### src/grp_pkg.sv
// types, codes and sizes shared by the guillotine rectangle packer
// no dependencies; imported by grp_ram users, grp_fit and guillotine_rect_packer
package grp_pkg;

  localparam int unsigned FREE_SLOTS_DEF = 64;
  localparam int unsigned COORD_W        = 15;
  localparam int unsigned POS_W          = 14;
  localparam int unsigned STATUS_W       = 2;
  localparam int unsigned CFG_W          = 15;
  localparam int unsigned CFG_IDX_W      = 1;
  localparam int unsigned ATLAS_RESET    = 2048;

  typedef logic [COORD_W-1:0]  coord_t;
  typedef logic [STATUS_W-1:0] status_t;

  localparam logic REQ_BEGIN = 1'b0;
  localparam logic REQ_PLACE = 1'b1;

  localparam status_t ST_OK    = 2'd0;
  localparam status_t ST_NOFIT = 2'd1;
  localparam status_t ST_FULL  = 2'd2;

  localparam logic [CFG_IDX_W-1:0] CFG_ATLAS_W = 1'b0;
  localparam logic [CFG_IDX_W-1:0] CFG_ATLAS_H = 1'b1;

  // x in the low bits, h in the high bits
  typedef struct packed {
    coord_t h;
    coord_t w;
    coord_t y;
    coord_t x;
  } rect_t;

  typedef struct packed {
    logic   req_type;
    coord_t rect_width;
    coord_t rect_height;
  } req_t;

  typedef struct packed {
    logic [POS_W-1:0] pos_x;
    logic [POS_W-1:0] pos_y;
    status_t          status;
  } rsp_t;

  typedef struct packed {
    logic       fit;
    logic [1:0] nadd;
    rect_t      add0;
    rect_t      add1;
  } split_t;

endpackage

### src/grp_fit.sv
// shared fit and split unit: fit test during the scan, remainders after a hit
// depends on grp_pkg
module grp_fit (
  input  grp_pkg::rect_t  entry_i,
  input  grp_pkg::coord_t rw_i,
  input  grp_pkg::coord_t rh_i,
  output grp_pkg::split_t split_o
);
  import grp_pkg::*;

  coord_t sw;
  coord_t sh;
  logic   lt_w;
  logic   lt_h;
  logic   eq_w;
  logic   eq_h;

  always_comb begin
    sw   = entry_i.w - rw_i;
    sh   = entry_i.h - rh_i;
    lt_w = rw_i < entry_i.w;
    lt_h = rh_i < entry_i.h;
    eq_w = rw_i == entry_i.w;
    eq_h = rh_i == entry_i.h;

    split_o.fit  = (rw_i <= entry_i.w) && (rh_i <= entry_i.h);
    split_o.nadd = 2'd0;
    split_o.add0 = '0;
    split_o.add1 = '0;

    if (lt_w && lt_h) begin
      split_o.nadd = 2'd2;
      if (sw > sh) begin
        split_o.add0 = '{h: entry_i.h, w: sw, y: entry_i.y, x: entry_i.x + rw_i};
        split_o.add1 = '{h: sh, w: rw_i, y: entry_i.y + rh_i, x: entry_i.x};
      end else begin
        split_o.add0 = '{h: sh, w: entry_i.w, y: entry_i.y + rh_i, x: entry_i.x};
        split_o.add1 = '{h: rh_i, w: sw, y: entry_i.y, x: entry_i.x + rw_i};
      end
    end else if (eq_w && eq_h) begin
      split_o.nadd = 2'd0;
    end else if (eq_w) begin
      // strip below, full width
      split_o.nadd = 2'd1;
      split_o.add0 = '{h: sh, w: entry_i.w, y: entry_i.y + rh_i, x: entry_i.x};
    end else begin
      // strip to the right, full height
      split_o.nadd = 2'd1;
      split_o.add0 = '{h: entry_i.h, w: sw, y: entry_i.y, x: entry_i.x + rw_i};
    end
  end

endmodule

### config.mk
export PLATFORM = sky130hd
export DESIGN_NAME = grp_fit
export DESIGN_NICKNAME = d
export VERILOG_FILES = /design/src/grp_pkg.sv /design/src/grp_fit.sv
export SDC_FILE = /design/constraint.sdc
export NUM_CORES = 1
export LEC_CHECK = 0
export ABC_AREA = 0
export BUFFER_PORTS_ARGS = -buffer_cell sky130_fd_sc_hd__buf_2
export CORE_AREA = 2 2 129 131
export DETAILED_ROUTE_END_ITERATION = 10
export DIE_AREA = 0 0 131 133
export PLACE_DENSITY_LB_ADDON = 0.05
export SLEW_MARGIN = 20
export SYNTH_ARGS = -nofsm -noshare
export SYNTH_HDL_FRONTEND = slang
export SYNTH_SLANG_ARGS = --single-unit
### constraint.sdc
create_clock -name vclk -period 6.55
set_clock_uncertainty 0.2 [all_clocks]
set_input_delay 0.655 -clock vclk [all_inputs]
set_output_delay 0.655 -clock vclk [all_outputs]
set_load 0.005 [all_outputs]
Yosys cells after proc, flatten, opt, wreduce, memory -nomap -nowiden
Index checks and enable logic that the tools add are counted.
Word-level totals
  register bits after elaboration: 0
  output and inout port bits: 123
  logic and storage cells: 20
Cells by class
  add/subtract/negate cells: 4
  order comparisons: 5
  equality and inequality tests: 2
  multiplexer cells: 6
  reduce and logical (&&, ||, !) cells: 3
Operators with widths (count)
  two-way mux 60 bit: 3
  two-way mux 120 bit: 1
  two-way mux 62 bit: 1
  adder 15 bit: 2
  equality test 15 bit: 2
  <= comparator 15 bit: 2
  < comparator 15 bit: 2
  subtractor 15 bit: 2
  > comparator 15 bit: 1
  logical AND 1 bit: 3
  two-way mux 2 bit: 1

Longest topological paths before layout
  depth in word-level cells: 4
  gate-level depth with buffers: 23
  depth with buffers taken out: 20

Least setup slack after synthesis
OpenSTA, ideal clock, no wires.
  kind: input to output
  start: in entry_i[30] (netlist bit)
  end: out split_o[110] (netlist bit)
  arrival: 4.194 ns
  required time: 5.695 ns
  setup slack: 1.501 ns
  stages: 20
  buffers on the path: 3
  cells stage by stage: inv_1 -> ha_1 -> inv_1 -> fa_1 -> a21o_1 -> a22o_1 -> o211ai_1 -> a21boi_0 -> o21ai_0 -> o311ai_0 -> ha_1 -> and4_1 -> nand4_1 -> nor4_1 -> o21bai_1 -> a21bo_1 -> buf_4 -> buf_6 -> buf_6 -> a22o_1
RTL lines
  from (decl): RTL line grp_fit.sv:4  | input grp_pkg::rect_t entry_i,
  to (decl): RTL line grp_fit.sv:7  | output grp_pkg::split_t split_o

==> results.md <==
* Worst vdd ir at 0.000169 V
* Status: finished clean
* Layout Cells excl Fill at 1075
* Most frequent cells after synthesis: nor2_1 (112), ha_1 (72), a22o_1 (61), inv_1 (61), mux2i_1 (58)
* Global Route met3 Usage at 0.607%
* Global route total overflow at 0
* Worst hold stages at 3
* Wire per inst at 16.9 um
* Syn Nets at 828
* Met1 Usage GRT at 28.6%
* Tot GR Track Use at 19.5%
* Worst Path Arrival at 5180 ps
* RSZ-0062 raised after global routing: no
* Max-Cap Viols at 0
* Ports at 213
* Synth area leaders: ha_1 (19%), mux2i_1 (12%), a22o_1 (11%)
* Storage element area at 0 sq um
* Nets at 1023
* DRT Pass-1 Iters at 5
* Cell with the most instances after synthesis: nor2_1
* Hpwl dp at 15.3 mm
* # hold bufs at CTS at 0
* Syn_area_per_cell at 7.08 sq um
* Starting density of the core at 29.0%
* Slew HR at 38.7%
* Setup CP Type: in2out
* Met2 Use GR at 33.2%
* Register area share after synthesis at 0%
* Post-CTS setup buffers at 0
* Core Region at 16200 sq um
* Cts repair resizes at 0
* ANT cells at 0
* Share of the synthesized area in the top cell type at 19.2%
* Maximum number of pins on one net before global-route repair at 61
* Synth warn at 0
* Period Utilization, post-route at 92.2%
* Setup TNS at 0 ps
* Fmax at 166 MHz
* Synth unique cells at 58
* Worst EP required at 5690 ps
* CP Capture Type: output port
* DRC errors left at 0
* Crit start category: input port
* Area Growth Syn to Fin at 27.5%
* Inst Count DP at 1075
* Min Tclk post-route at 6040 ps
* Vias per cell at 5.19
* Synthesized instance count at 662
* Synth Cell Area at 4690 sq um
* LEAKAGE at 3.37 nW
* PnR worst setup slack at 512 ps
* Port Buf Inserts at 213
* Post-Route WL at 18.2 mm
* Die X at 131 um
* Die height at 133 um
* Final setup violation count at 0
* Seq cells at 0
* Number of global-route vias before repair at 5183
* Row count at 47
* Share of cells above drive strength 1 at 28.0%
* DR iter-0 viols at 197
* Initial antenna violation count at 0
* CP max FO at 32
* Die area at 17400 sq um
* Cell taking the most area after synthesis: ha_1
* Via count at 5576
* Final hold vios at 0
* Pre-CTS setup slack at 471 ps
* Worst hold path class: in2out
* Placer Congestion at 0.831
* Global-route wire length before repair at 27.6 mm
* Max Slew Vio Count at 0
* PwrDens at 163 nW/um^2
* GRT Max-Usage Layer: met2
* Worst-margin pin slew at 911 ps
* DRT antenna net count at 0
* Clk_buf instances at 0
==> cell type report <==
type               instances  area [sq um]
fillers                 1787         10200
inverters                 62           238
multi-input cells        573          4310
well taps                220           275
repair buffers           220          1160
==> cell families after synthesis <==
family / after synthesis / share of synthesized area [%]
xor+xnor: 43 / 8.03
compound gates: 197 / 31.0
fa+ha+maj: 76 / 20.9
buf+inv: 89 / 8.57
simple gates: 199 / 19.1
mux: 58 / 12.4
==> report_power, final <==
part / internal, mW / switching, mW / leakage, nW
combinational: 0.444 / 0.532 / 3.37
sequential: 0 / 0 / 0
clock: 0 / 0 / 0
==> routing by layer <==
metal / wire [um] / vias up
li1: - / 2824
met1: 8830 / 2589
met2: 8510 / 157
met3: 804 / 6
met4: 70 / 0
met5: 0 / -
==> worst max-delay path: stages <==
cell and delay, ps:
buf_2 100, inv_1 90, ha_1 170, inv_1 50, fa_1 390, a21o_1 230, a221oi_2 360, inv_1 70
a21oi_1 140, nor2_1 50, nor2_1 110, xnor2_1 250, ha_1 340, a21o_1 160, a21oi_1 130, inv_1 60
o311ai_0 270, nand3_1 180, o21bai_4 220, buf_4 510, nor2_1 100, a211oi_1 340, buf_2 180
==> placed cells by master (no fill, tap or decap), types with 10 or more instances in the layout <==
master and n:
a22o_1 61, o21ai_0 22, o21a_1 10, mux2i_1 58
buf_2 213, nor3_1 17, a211oi_1 10, nand3_1 11
ha_1 72, a21oi_1 36, nor2_1 112, nand2_1 21
xnor2_1 34, inv_1 61
==> final timing paths <==
check	from	slack, ps	to
worst max-delay path	entry_i[30]	510	split_o[47]
worst min-delay path	entry_i[54]	1410	split_o[114]
==> stage by stage <==
stage / util, % / total power, mW / hold slack (ps) / cell area [sq um]
4_1_cts: 37.0 / 0.985 / 1420 / 5980
5_1_grt: 37.0 / 1.08 / 1430 / 5980
3_5_place_dp: 37.0 / 0.980 / 1410 / 5980
6_report: 37.0 / 0.976 / 1410 / 5980
2_1_floorplan: - / 0.693 / 1230 / 4690
3_3_place_gp: 37.0 / 0.974 / 1420 / 5980
Note: power is estimated with default switching activity, not from simulation.
